<file path="src/rtl/core/assert_macros.svh">
// assertion macros of the core, included by its top rtl file
// every macro samples on clk and is off while rst_n is low
`ifndef ASSERT_MACROS_SVH
`define ASSERT_MACROS_SVH

// condition must hold at every clock edge
`define PIDPI_ASSERT(label, cond) \
  label: assert property (@(posedge clk) disable iff (!rst_n) (cond)) \
    else $error("assertion failed: condition does not hold");

// consequent must hold at the edge after the antecedent
`define PIDPI_ASSERT_NEXT(label, ante, cons) \
  label: assert property (@(posedge clk) disable iff (!rst_n) (ante) |=> (cons)) \
    else $error("assertion failed: consequent does not follow");

`endif

</file>
<file path="src/rtl/core/pidpi_pkg.sv">
// ----------------------------------------------------------------------------
// pidpi_pkg
// Widths, codes and shared types of the positional / incremental pid core.
// ----------------------------------------------------------------------------
`default_nettype none

package pidpi_pkg;

  // field and datapath widths
  localparam int ERR_W      = 17;
  localparam int ACC_W      = 22;
  localparam int SUM_IN_W   = 23;
  localparam int OP_W       = 22;
  localparam int GAIN_W     = 16;
  localparam int PROD_W     = OP_W + GAIN_W;
  localparam int SUM_W      = PROD_W + 3;
  localparam int FRAC_W     = 8;
  localparam int SHIFT_W    = SUM_W - FRAC_W;
  localparam int DRIVE_W    = 32;
  localparam int SAMPLE_W   = 16;
  localparam int ZR_W       = 6;
  localparam int LIM_W      = 21;
  localparam int MODE_W     = 2;
  localparam int CFG_IDX_W  = 3;
  localparam int CFG_DATA_W = 21;

  // default depth of the queue between front and back
  localparam int QUEUE_DEPTH_DEF = 2;

  // zero run counter limits
  localparam logic [ZR_W-1:0] ZERO_RUN_MAX   = 6'd63;
  localparam logic [ZR_W-1:0] ZERO_RUN_LIMIT = 6'd50;

  // reset value of the integral bound
  localparam logic [LIM_W-1:0] LIMIT_RESET = 21'h1FFFFF;

  // mode codes, 3 is unknown and behaves as disabled
  typedef logic [MODE_W-1:0] mode_t;
  localparam mode_t MODE_POS = 2'd0;
  localparam mode_t MODE_INC = 2'd1;
  localparam mode_t MODE_OFF = 2'd2;

  // input command codes
  localparam logic CMD_STEP  = 1'b0;
  localparam logic CMD_CLEAR = 1'b1;

  // configuration register indexes
  typedef enum logic [CFG_IDX_W-1:0] {
    CFG_MODE   = 3'd0,
    CFG_GAIN_P = 3'd1,
    CFG_GAIN_I = 3'd2,
    CFG_GAIN_D = 3'd3,
    CFG_LIMIT  = 3'd4
  } cfg_idx_t;

  // classified work item handed from front to back
  typedef struct packed {
    logic signed [OP_W-1:0]  op_p;
    logic signed [OP_W-1:0]  op_i;
    logic signed [OP_W-1:0]  op_d;
    logic signed [ERR_W-1:0] err;
  } entry_t;

  // queue status
  typedef struct packed {
    logic full;
    logic empty;
  } q_stat_t;

  // front loop state, for checking
  typedef struct packed {
    logic signed [ACC_W-1:0] accum;
    logic [ZR_W-1:0]         zero_run;
  } front_stat_t;

endpackage

`default_nettype wire

</file>
<file path="src/rtl/core/pidpi_queue.sv">
// ----------------------------------------------------------------------------
// pidpi_queue
// Short register queue carrying classified work items from front to back.
// ----------------------------------------------------------------------------
`default_nettype none

module pidpi_queue #(
  parameter int DEPTH = pidpi_pkg::QUEUE_DEPTH_DEF
) (
  input  wire                  clk,
  input  wire                  rst_n,
  input  wire                  push,
  input  pidpi_pkg::entry_t    push_entry,
  input  wire                  pop,
  output pidpi_pkg::entry_t    pop_entry,
  output pidpi_pkg::q_stat_t   stat
);

  localparam int PTR_W = (DEPTH > 1) ? $clog2(DEPTH) : 1;
  localparam int CNT_W = $clog2(DEPTH + 1);

  pidpi_pkg::entry_t slot_r [DEPTH];
  logic [PTR_W-1:0]  wr_ptr_r, wr_ptr_nxt;
  logic [PTR_W-1:0]  rd_ptr_r, rd_ptr_nxt;
  logic [CNT_W-1:0]  cnt_r, cnt_nxt;

  // status
  assign stat.full  = (cnt_r == CNT_W'(DEPTH));
  assign stat.empty = (cnt_r == '0);
  assign pop_entry  = slot_r[rd_ptr_r];

  // pointer and count update
  always_comb begin
    wr_ptr_nxt = wr_ptr_r;
    rd_ptr_nxt = rd_ptr_r;
    cnt_nxt    = cnt_r;
    if (push) begin
      wr_ptr_nxt = (wr_ptr_r == PTR_W'(DEPTH - 1)) ? '0 : wr_ptr_r + 1'b1;
    end
    if (pop) begin
      rd_ptr_nxt = (rd_ptr_r == PTR_W'(DEPTH - 1)) ? '0 : rd_ptr_r + 1'b1;
    end
    if (push && !pop) begin
      cnt_nxt = cnt_r + 1'b1;
    end else if (pop && !push) begin
      cnt_nxt = cnt_r - 1'b1;
    end
  end

  always_ff @(posedge clk) begin
    if (!rst_n) begin
      wr_ptr_r <= '0;
      rd_ptr_r <= '0;
      cnt_r    <= '0;
    end else begin
      wr_ptr_r <= wr_ptr_nxt;
      rd_ptr_r <= rd_ptr_nxt;
      cnt_r    <= cnt_nxt;
    end
  end

  // payload slots
  always_ff @(posedge clk) begin
    if (push) begin
      slot_r[wr_ptr_r] <= push_entry;
    end
  end

endmodule

`default_nettype wire

</file>
<file path="src/rtl/core/pidpi_front.sv">
// ----------------------------------------------------------------------------
// pidpi_front
// Accepts input beats, forms the error, runs the integral and zero run
// recurrence and turns each beat into three multiplier operands.
// ----------------------------------------------------------------------------
`default_nettype none

module pidpi_front (
  input  wire                                       clk,
  input  wire                                       rst_n,
  input  wire                                       in_valid,
  output logic                                      in_ready,
  input  wire                                       in_cmd,
  input  wire signed [pidpi_pkg::SAMPLE_W-1:0]      in_target,
  input  wire signed [pidpi_pkg::SAMPLE_W-1:0]      in_measured,
  input  pidpi_pkg::mode_t                          mode,
  input  wire        [pidpi_pkg::LIM_W-1:0]         limit,
  input  pidpi_pkg::q_stat_t                        q_stat,
  output logic                                      push,
  output pidpi_pkg::entry_t                         push_entry,
  output pidpi_pkg::front_stat_t                    stat
);

  localparam int ERR_W = pidpi_pkg::ERR_W;
  localparam int ACC_W = pidpi_pkg::ACC_W;
  localparam int SIN_W = pidpi_pkg::SUM_IN_W;
  localparam int OP_W  = pidpi_pkg::OP_W;
  localparam int ZR_W  = pidpi_pkg::ZR_W;

  logic signed [ERR_W-1:0] prev_r, prev_nxt;
  logic signed [ERR_W-1:0] prev2_r, prev2_nxt;
  logic signed [ACC_W-1:0] accum_r, accum_nxt;
  logic [ZR_W-1:0]         zrun_r, zrun_nxt;

  logic signed [ERR_W-1:0] err;
  logic [ZR_W-1:0]         zr_inc;
  logic [ZR_W-1:0]         zr_cnt;
  logic [ZR_W-1:0]         zr_pos;
  logic signed [SIN_W-1:0] sum_raw;
  logic signed [SIN_W-1:0] sum_run;
  logic signed [SIN_W-1:0] sum_cl;
  logic signed [SIN_W-1:0] lim_s;
  logic signed [ERR_W:0]   diff1;
  logic signed [ERR_W+1:0] diff2;

  // accept when the queue has room
  assign in_ready = !q_stat.full;
  assign push     = in_valid && in_ready;

  assign stat.accum    = accum_r;
  assign stat.zero_run = zrun_r;

  // error, zero run and clamped integral
  always_comb begin
    err     = ERR_W'(in_target) - ERR_W'(in_measured);
    zr_inc  = (zrun_r == pidpi_pkg::ZERO_RUN_MAX) ? zrun_r : zrun_r + 1'b1;
    zr_cnt  = (err == '0) ? zr_inc : '0;
    sum_raw = SIN_W'(accum_r) + SIN_W'(err);
    lim_s   = signed'(SIN_W'(limit));
    // a long run of zero errors drops the integral
    if ((err == '0) && (zr_inc > pidpi_pkg::ZERO_RUN_LIMIT)) begin
      sum_run = '0;
      zr_pos  = '0;
    end else begin
      sum_run = sum_raw;
      zr_pos  = zr_cnt;
    end
    if (sum_run > lim_s) begin
      sum_cl = lim_s;
    end else if (sum_run < -lim_s) begin
      sum_cl = -lim_s;
    end else begin
      sum_cl = sum_run;
    end
    diff1 = (ERR_W + 1)'(err) - (ERR_W + 1)'(prev_r);
    diff2 = (ERR_W + 2)'(err) - ((ERR_W + 2)'(prev_r) <<< 1) + (ERR_W + 2)'(prev2_r);
  end

  // classify the beat and build the operands
  always_comb begin
    prev_nxt         = prev_r;
    prev2_nxt        = prev2_r;
    accum_nxt        = accum_r;
    zrun_nxt         = zrun_r;
    push_entry.op_p  = '0;
    push_entry.op_i  = '0;
    push_entry.op_d  = '0;
    push_entry.err   = err;
    if (in_cmd == pidpi_pkg::CMD_CLEAR) begin
      prev_nxt       = '0;
      prev2_nxt      = '0;
      accum_nxt      = '0;
      zrun_nxt       = '0;
      push_entry.err = '0;
    end else begin
      unique case (mode)
        pidpi_pkg::MODE_POS: begin
          accum_nxt       = ACC_W'(sum_cl);
          zrun_nxt        = zr_pos;
          prev_nxt        = err;
          push_entry.op_p = OP_W'(err);
          push_entry.op_i = OP_W'(sum_cl);
          push_entry.op_d = OP_W'(diff1);
        end
        pidpi_pkg::MODE_INC: begin
          zrun_nxt        = zr_cnt;
          prev2_nxt       = prev_r;
          prev_nxt        = err;
          push_entry.op_p = OP_W'(diff1);
          push_entry.op_i = OP_W'(err);
          push_entry.op_d = OP_W'(diff2);
        end
        default: begin
          // disabled or unknown mode: zero operands, state held
          push_entry.op_p = '0;
        end
      endcase
    end
  end

  // loop state
  always_ff @(posedge clk) begin
    if (!rst_n) begin
      prev_r  <= '0;
      prev2_r <= '0;
      accum_r <= '0;
      zrun_r  <= '0;
    end else if (push) begin
      prev_r  <= prev_nxt;
      prev2_r <= prev2_nxt;
      accum_r <= accum_nxt;
      zrun_r  <= zrun_nxt;
    end
  end

endmodule

`default_nettype wire

</file>
<file path="src/rtl/core/pidpi_back.sv">
// ----------------------------------------------------------------------------
// pidpi_back
// Multiplies the operands by the gains, sums, floors by the fraction bits,
// saturates to 32 bits and holds the result in the output register.
// ----------------------------------------------------------------------------
`default_nettype none

module pidpi_back (
  input  wire                                     clk,
  input  wire                                     rst_n,
  input  wire signed [pidpi_pkg::GAIN_W-1:0]      gain_p,
  input  wire signed [pidpi_pkg::GAIN_W-1:0]      gain_i,
  input  wire signed [pidpi_pkg::GAIN_W-1:0]      gain_d,
  input  pidpi_pkg::q_stat_t                      q_stat,
  input  pidpi_pkg::entry_t                       q_entry,
  output logic                                    q_pop,
  output logic                                    out_valid,
  input  wire                                     out_ready,
  output logic signed [pidpi_pkg::DRIVE_W-1:0]    out_drive,
  output logic signed [pidpi_pkg::ERR_W-1:0]      out_error_now
);

  localparam int PROD_W  = pidpi_pkg::PROD_W;
  localparam int SUM_W   = pidpi_pkg::SUM_W;
  localparam int SHIFT_W = pidpi_pkg::SHIFT_W;
  localparam int DRIVE_W = pidpi_pkg::DRIVE_W;
  localparam int ERR_W   = pidpi_pkg::ERR_W;
  localparam int FRAC_W  = pidpi_pkg::FRAC_W;

  logic                      mul_v_r;
  logic signed [PROD_W-1:0]  prod_p_r, prod_i_r, prod_d_r;
  logic signed [ERR_W-1:0]   merr_r;
  logic                      out_v_r;
  logic signed [DRIVE_W-1:0] drive_r, drive_nxt;
  logic signed [ERR_W-1:0]   oerr_r;

  logic                      out_en;
  logic                      mul_en;
  logic signed [SUM_W-1:0]   sum;
  logic signed [SHIFT_W-1:0] shifted;

  // stall chain from the output register back to the queue
  assign out_en = !out_v_r || out_ready;
  assign mul_en = !mul_v_r || out_en;
  assign q_pop  = mul_en && !q_stat.empty;

  // product stage
  always_ff @(posedge clk) begin
    if (!rst_n) begin
      mul_v_r <= 1'b0;
    end else if (mul_en) begin
      mul_v_r <= !q_stat.empty;
    end
  end

  always_ff @(posedge clk) begin
    if (q_pop) begin
      prod_p_r <= q_entry.op_p * gain_p;
      prod_i_r <= q_entry.op_i * gain_i;
      prod_d_r <= q_entry.op_d * gain_d;
      merr_r   <= q_entry.err;
    end
  end

  // sum, floor shift and saturate
  always_comb begin
    sum     = SUM_W'(prod_p_r) + SUM_W'(prod_i_r) + SUM_W'(prod_d_r);
    shifted = sum[SUM_W-1:FRAC_W];
    if (shifted[SHIFT_W-1] && !(&shifted[SHIFT_W-2:DRIVE_W-1])) begin
      drive_nxt = {1'b1, {(DRIVE_W-1){1'b0}}};
    end else if (!shifted[SHIFT_W-1] && (|shifted[SHIFT_W-2:DRIVE_W-1])) begin
      drive_nxt = {1'b0, {(DRIVE_W-1){1'b1}}};
    end else begin
      drive_nxt = shifted[DRIVE_W-1:0];
    end
  end

  // output register
  always_ff @(posedge clk) begin
    if (!rst_n) begin
      out_v_r <= 1'b0;
    end else if (out_en) begin
      out_v_r <= mul_v_r;
    end
  end

  always_ff @(posedge clk) begin
    if (out_en && mul_v_r) begin
      drive_r <= drive_nxt;
      oerr_r  <= merr_r;
    end
  end

  assign out_valid     = out_v_r;
  assign out_drive     = drive_r;
  assign out_error_now = oerr_r;

endmodule

`default_nettype wire

</file>
<file path="src/rtl/core/pid_position_incremental_core.sv">
// ----------------------------------------------------------------------------
// pid_position_incremental_core
// Fixed point pid controller, positional or incremental, one sample a cycle unless stalled.
// ----------------------------------------------------------------------------
// The core takes one sample beat per clock cycle while the queue has room and
// returns one result beat for each, in order. The front stage forms the error
// and updates the integral in the accept cycle and writes the work item into
// the queue; the back stage takes it from the queue into the product registers
// and sums, floors and saturates the products into the output register.
// The one-cycle rate is set by the error / integral / zero run recurrence in
// the front stage, which each sample must close before the next. A short
// queue lets the front keep taking samples while the output is stalled.
// Gains are signed Q8.8; write configuration only while no beat is in flight.
`default_nettype none

`include "assert_macros.svh"

module pid_position_incremental_core #(
  parameter int QUEUE_DEPTH = pidpi_pkg::QUEUE_DEPTH_DEF
) (
  input  wire                                       clk,
  input  wire                                       rst_n,
  // configuration
  input  wire                                       cfg_we,
  input  wire        [pidpi_pkg::CFG_IDX_W-1:0]     cfg_index,
  input  wire        [pidpi_pkg::CFG_DATA_W-1:0]    cfg_wdata,
  // sample channel
  input  wire                                       in_valid,
  output logic                                      in_ready,
  input  wire                                       in_cmd,
  input  wire signed [pidpi_pkg::SAMPLE_W-1:0]      in_target,
  input  wire signed [pidpi_pkg::SAMPLE_W-1:0]      in_measured,
  // result channel
  output logic                                      out_valid,
  input  wire                                       out_ready,
  output logic signed [pidpi_pkg::DRIVE_W-1:0]      out_drive,
  output logic signed [pidpi_pkg::ERR_W-1:0]        out_error_now
);

  localparam int GAIN_W = pidpi_pkg::GAIN_W;
  localparam int LIM_W  = pidpi_pkg::LIM_W;
  localparam int ACC_W  = pidpi_pkg::ACC_W;

  pidpi_pkg::mode_t          mode_r;
  logic signed [GAIN_W-1:0]  gain_p_r, gain_i_r, gain_d_r;
  logic [LIM_W-1:0]          limit_r;

  logic                      push;
  logic                      q_pop;
  pidpi_pkg::entry_t         push_entry;
  pidpi_pkg::entry_t         pop_entry;
  pidpi_pkg::q_stat_t        q_stat;
  pidpi_pkg::front_stat_t    f_stat;
  logic signed [ACC_W-1:0]   lim_pos;

  // configuration registers
  always_ff @(posedge clk) begin
    if (!rst_n) begin
      mode_r   <= pidpi_pkg::MODE_POS;
      gain_p_r <= '0;
      gain_i_r <= '0;
      gain_d_r <= '0;
      limit_r  <= pidpi_pkg::LIMIT_RESET;
    end else if (cfg_we) begin
      unique case (cfg_index)
        pidpi_pkg::CFG_MODE:   mode_r   <= cfg_wdata[pidpi_pkg::MODE_W-1:0];
        pidpi_pkg::CFG_GAIN_P: gain_p_r <= cfg_wdata[GAIN_W-1:0];
        pidpi_pkg::CFG_GAIN_I: gain_i_r <= cfg_wdata[GAIN_W-1:0];
        pidpi_pkg::CFG_GAIN_D: gain_d_r <= cfg_wdata[GAIN_W-1:0];
        pidpi_pkg::CFG_LIMIT:  limit_r  <= cfg_wdata[LIM_W-1:0];
        default: begin
          // writes past the register list are dropped
          mode_r <= mode_r;
        end
      endcase
    end
  end

  // front: accept and classify
  pidpi_front u_front (
    .clk         (clk),
    .rst_n       (rst_n),
    .in_valid    (in_valid),
    .in_ready    (in_ready),
    .in_cmd      (in_cmd),
    .in_target   (in_target),
    .in_measured (in_measured),
    .mode        (mode_r),
    .limit       (limit_r),
    .q_stat      (q_stat),
    .push        (push),
    .push_entry  (push_entry),
    .stat        (f_stat)
  );

  // queue between front and back
  pidpi_queue #(
    .DEPTH (QUEUE_DEPTH)
  ) u_queue (
    .clk        (clk),
    .rst_n      (rst_n),
    .push       (push),
    .push_entry (push_entry),
    .pop        (q_pop),
    .pop_entry  (pop_entry),
    .stat       (q_stat)
  );

  // back: multiply, sum and saturate
  pidpi_back u_back (
    .clk           (clk),
    .rst_n         (rst_n),
    .gain_p        (gain_p_r),
    .gain_i        (gain_i_r),
    .gain_d        (gain_d_r),
    .q_stat        (q_stat),
    .q_entry       (pop_entry),
    .q_pop         (q_pop),
    .out_valid     (out_valid),
    .out_ready     (out_ready),
    .out_drive     (out_drive),
    .out_error_now (out_error_now)
  );

  // integral bound as a signed value
  assign lim_pos = signed'(ACC_W'(limit_r));

  // checks
  `PIDPI_ASSERT(a_no_pop_when_empty, !(q_pop && q_stat.empty))
  `PIDPI_ASSERT(a_queue_status_sane, !(q_stat.full && q_stat.empty))
  `PIDPI_ASSERT_NEXT(a_clear_zeroes_state, push && (in_cmd == pidpi_pkg::CMD_CLEAR), (f_stat.accum == '0) && (f_stat.zero_run == '0))
  `PIDPI_ASSERT_NEXT(a_integral_in_bound, push && (in_cmd == pidpi_pkg::CMD_STEP) && (mode_r == pidpi_pkg::MODE_POS), (f_stat.accum <= $past(lim_pos)) && (f_stat.accum >= -$past(lim_pos)))

endmodule

`default_nettype wire
</file>
<file path="config.mk">
export PLATFORM = sky130hd
export DESIGN_NAME = pid_position_incremental_core
export DESIGN_NICKNAME = d
export VERILOG_FILES = /design/src/rtl/core/pidpi_pkg.sv /design/src/rtl/core/pidpi_queue.sv /design/src/rtl/core/pidpi_front.sv /design/src/rtl/core/pidpi_back.sv /design/src/rtl/core/pid_position_incremental_core.sv
export VERILOG_INCLUDE_DIRS = /design/src /design/src/rtl/core
export SDC_FILE = /design/constraint.sdc
export NUM_CORES = 2
export LEC_CHECK = 0
export CORE_MARGIN = 4
export CORE_UTILIZATION = 35
export DETAILED_ROUTE_END_ITERATION = 6
export DONT_BUFFER_PORTS = 1
export PLACE_DENSITY = 0.6
export SYNTH_ARGS = -nofsm -noshare
export SYNTH_HDL_FRONTEND = slang
export SYNTH_SLANG_ARGS = --single-unit
</file>
<file path="constraint.sdc">
create_clock -name clk -period 10.3 [get_ports clk]
set_input_delay 1.03 -clock clk [delete_from_list [all_inputs] [get_ports clk]]
set_output_delay 1.03 -clock clk [all_outputs]
set_load 0.01 [all_outputs]
</file>
# Yosys cells after proc, flatten, opt, wreduce, memory -nomap -nowiden
# Memory sizes are Yosys's and may differ from the RTL's. A register that Yosys moved wholly into a read port is not among the register bits.
# Index checks and enable logic that the tools add are counted.
dict set report classes {
  addsub 13
  multipliers 3
  magnitude_cmp 3
  n_eq_ne 7
  n_mux 27
  n_reduce_logical 37
}
# op count
set ops {}
lappend ops {{$mul 22x16->38} 3}
lappend ops {{$mux 22} 4}
lappend ops {{$pmux 44 s2} 1}
lappend ops {{$mux 17} 5}
lappend ops {{$mux 66} 1}
lappend ops {{$pmux 22 s2} 1}
lappend ops {{$add 39x38->40} 1}
lappend ops {{$add 38x38->39} 1}
lappend ops {{$mux 32} 1}
lappend ops {{$mux 6} 4}
lappend ops {{$add 22x17->23} 1}
lappend ops {{$gt 23x22->1} 1}
lappend ops {{$lt 23x23->1} 1}
lappend ops {{$mux 23} 1}
lappend ops {{$neg 21->23} 1}
lappend ops {{$add 19x17->19} 1}
lappend ops {{$sub 17x18->19} 1}
lappend ops {{$reduce_and 2->1} 9}
lappend ops {{$sub 17x17->18} 1}
lappend ops {{$logic_not 17->1} 1}
lappend ops {{$sub 16x16->17} 1}
lappend ops {{$pmux 6 s2} 1}
lappend ops {{$logic_and 1x1->1} 8}
lappend ops {{$logic_not 1->1} 8}
lappend ops {{other kinds (19)} 32}
dict set report totals {
  register_bits 319
  mem_bits_rw 166
  input_bits 62
  out_inout_bits 51
  memories 1
}
# name depth width rd rd_clocked_by_memory_dff write_ports line
set mem_list {}
lappend mem_list {u_queue.slot_r 2 83 1 1 1 pidpi_queue.sv:22} ;# pidpi_pkg::entry_t slot_r [DEPTH];

# Longest topological paths before layout
dict set report depth {
  depth_word 10
  ltp_mapped 32
}

# Cells and area by module
# Synthesis repeated with hierarchy kept, for this count alone.
dict set report unflattened {
  cells_unflattened 6544
  area_unflattened_um2 64171.5
}
# module instances cells_each area_each_um2 seq_area_each_um2
set modules_own_cells {}
lappend modules_own_cells {pidpi_back 1 4753 46040.4 5445.2}
lappend modules_own_cells {pidpi_front 1 1235 9019.9 1241.2}
lappend modules_own_cells {pidpi_queue 1 280 6229.7 5084.9}
lappend modules_own_cells {pid_position_incremental_core 1 276 2881.5 1421.4}

# Worst setup path before layout
# No wires, ideal clock.
dict set report synth_path {
  path_type {register -> register}
  startpoint {register (tool-made name)}
  endpoint {register u_back.prod_i_r[37] (data pin)}
  arrival_time_ns 7.592
  setup_slack_ns 2.448
  path_stages_with_launch 29
  n_path_buf 3
  period_less_slack_ns 7.852
  path_cell_list {dfxtp_1 buf_1 clkbuf_1 mux2_2 clkbuf_1 nand2_1 fa_1 inv_1 fa_1 inv_1 fa_1 inv_1 fa_1 inv_1 fa_1 inv_1 fa_1 ha_1 or3_1 a211oi_1 o21bai_1 o311ai_0 a21oi_1 a211oi_1 o21ai_0 nor3_1 o31ai_1 a21oi_1 xnor2_1}
}
# element line
set synth_rtl {}
lappend synth_rtl {{to (signal assigned)} pidpi_back.sv:59} ;# prod_i_r <= q_entry.op_i * gain_i;
lappend synth_rtl {{to (decl)} pidpi_back.sv:31} ;# logic signed [PROD_W-1:0] prod_p_r, prod_i_r, prod_d_r;

==> reports/results.ini <==
[detailed_routing]
routed_wl_um=170000
route.met2.wl_um=79800
dr_total_vias=42300
drtPass1Iterations=6
drc=0
top_layer_used=met4
avgRoutedWirePerCell_um=20.6
met1_length_um=72700
post_drt_via_cell_ratio=5.12
met3_length_um=12600
drtAntennaViolNets=0
drtIter0Drc=2786

[sta]
rsz0062_at_grt=false
finalHoldViolCount=0
fin_skew_ns=0.0704
max_slew_margin_pct=15.2
tns_ns=0
period_share_pct=87.6
fmax_mhz=111
worst_slack_ns=1.27
fin_crit_ns=9.03
setup_viol=0
tightest_slew_ns=1.27
drv_slew=0

[layout]
utilization_pct=37.8
drive_gt1_share_pct=5.37
area_growth_pct=7.11
fin_nets=7500
stdcell_area_um2=64200

[logic_synthesis]
synth_edf_count=332
yosysUniqueCellTypes=98
synth-seq-cells=472
ys_top_cells_by_count=inv_1 (1169), fa_1 (1023), nand2_1 (792)
synth.avg_cell_area_um2=9.82
synth_warnings=0
synth_flop_cell=edfxtp_1
synth.most_common_cell=inv_1
netlist_area_um2=59900
netlist_instances=6101
synth_top_area_share_pct=34.2
ys_seq_area_share_pct=21.3
syn_nets=7611
async_flop_share_pct=0
netlist_top_cells_area=fa_1 (34%), edfxtp_1 (17%), ha_1 (8.9%)
synth_area_leader_cell=fa_1

[die]
row_count=151
core-area_um2=170000
io_pins=113
die-area_um2=178000
die_y_um=422
start_util_pct=35.3
fp.dieW_um=422

[clocking]
postCtsSetupRepairBufs=0
htreeDepth=2
cts_tree=done
clk_pin_slew_ns=0.06
cts_buffers=54
root_buffer=clkbuf_16
clk_latency_ns=0.71
cts_buffer_depth=3
ctsResizeCount=0
clock_sinks=472
ctsHoldBuffers=0

[grt]
grt_pass1_vias=45000
grt-ovfl-total=0
grt_usage_pct=19.2
grt_pass1_wl_um=265000
grt_antenna_before_repair=8
grt_max_degree=123

[hold_path]
hold_depth=0
worstHoldPathType=reg -> reg

[placed_design]
port-buffer-count=0
pre_cts_ws_ns=1.32
dp_hpwl_um=134000
postPlaceCellArea_um2=62300
gp_congestion=0.926

[pwr]
leakagePower_nw=26.7
ir_worst_vdd_uv=177
power_mw=11.2
p_per_area_nw_per_um2=174

[setup_path]
endpoint_kind=register
crit_required_ns=10.68
critPathLaunchType=register
r2r_slack_ns=1.27
path_class=reg -> reg
critPathArrivalTime_ns=9.41
cp_max_fo=54
reg2reg_depth=25

[flow_run]
drv_cap=0

[run_status]
status=finished clean

-- state kept, by name, summed over array words and instances, names as in the netlist, 2 cells and up, named ones only --
register / flops
gain_p_r: 16
limit_r: 21
u_back.out_error_now: 17
u_queue.cnt_r: 2
mode_r: 2
u_back.merr_r: 17
gain_d_r: 16
u_back.out_drive: 32
u_front.accum_r: 22
u_back.prod_p_r: 38
gain_i_r: 16
u_back.prod_d_r: 38
u_front.zrun_r: 6
u_queue.slot_r: 152
u_back.prod_i_r: 38
u_front.prev2_r: 17
u_front.prev_r: 17
-- layout make-up --
| type | instances | area, um2 |
|---|---|---|
| timing repair buffer | 62 | 465 |
| clock buffer | 72 | 1560 |
| clock inverter | 30 | 302 |
| sequential | 472 | 12800 |
| inverter | 1171 | 4400 |
| antenna | 5 | 12.5 |
| fill | 16800 | 106000 |
| tap | 2218 | 2780 |
| multi-input combinational | 4229 | 41900 |
-- report_power, final --
part / internal (mW) / switching [mW]
logic: 2.12 / 3.72
registers: 2.90 / 0.409
clock network: 1.12 / 0.912
-- metal layers --
layer  track usage, %  vias up
li1                 -    19000
met1             25.6    21800
met2             31.9     1322
met3             3.62      268
met4             5.16        0
met5                0        -
-- cells in the final DEF, fill, tap and decap left out, drive strengths merged, types with 11 or more instances in the layout --
master and n:
nor2b 101, nor3 68, ha 425, or3 17, clkbuf 72, xor2 49
nand3 46, clkinv 18, dfxtp 140, o211ai 24, o31ai 15, edfxtp 332
a22oi 23, mux2 77, nand4 11, nand2b 38, and2 341, nor2 216
a211oi 29, and3 20, nand2 793, mux2i 19, a31oi 21, a21boi 61
buf 62, inv 1180, xnor2 146, fa 1023, o21a 41, nor4 11
or2 63, a21oi 179, o22ai 33, o21bai 27, o21ai 142, a21o 59
-- per-stage QoR --
step,hold WS [ns],cells
after floorplan,0.400,6101
after global placement,0.402,8152
after detailed placement,0.408,8152
after CTS,0.399,8254
after global routing,0.427,8256
final,0.420,8259
-- worst max-delay path, stage by stage, from the launching register on --
cell and delay (ns):
dfxtp_4 0.96, mux2_2 0.58, nand2_1 0.15, fa_1 0.55
inv_1 0.05, fa_1 0.53, inv_1 0.05, fa_1 0.49
inv_1 0.06, fa_1 0.53, inv_1 0.05, fa_1 0.47
inv_1 0.05, fa_1 0.44, ha_1 0.24, or3_1 0.43
a211oi_1 0.40, o21bai_1 0.24, o311ai_0 0.56, a21oi_1 0.30
a211oi_1 0.48, o21ai_0 0.27, nor3_1 0.32, o31ai_1 0.14
a21oi_1 0.19, xnor2_1 0.10
-- final timing paths --
kind,to,start
hold reg to reg,u_back.out_error_now[10]$_DFFE_PP_,u_back.merr_r[10]$_DFFE_PP_
setup reg to reg,u_back.prod_i_r[37]$_DFFE_PP_,register
hold / removal,u_back.out_error_now[10]$_DFFE_PP_,u_back.merr_r[10]$_DFFE_PP_
setup / recovery,u_back.prod_i_r[37]$_DFFE_PP_,register
-- kinds of logic after synthesis --
group | share of synthesized area (%)
multiplexers | 1.78
flip-flops | 21.3
AO/OA/AOI/OAI | 8.13
adder cells (fa/ha/maj) | 43.1
XOR/XNOR | 2.85
buffers and inverters | 8.85
AND/OR/NAND/NOR | 14.0
No activity file was read; power rests on OpenSTA's default activity.
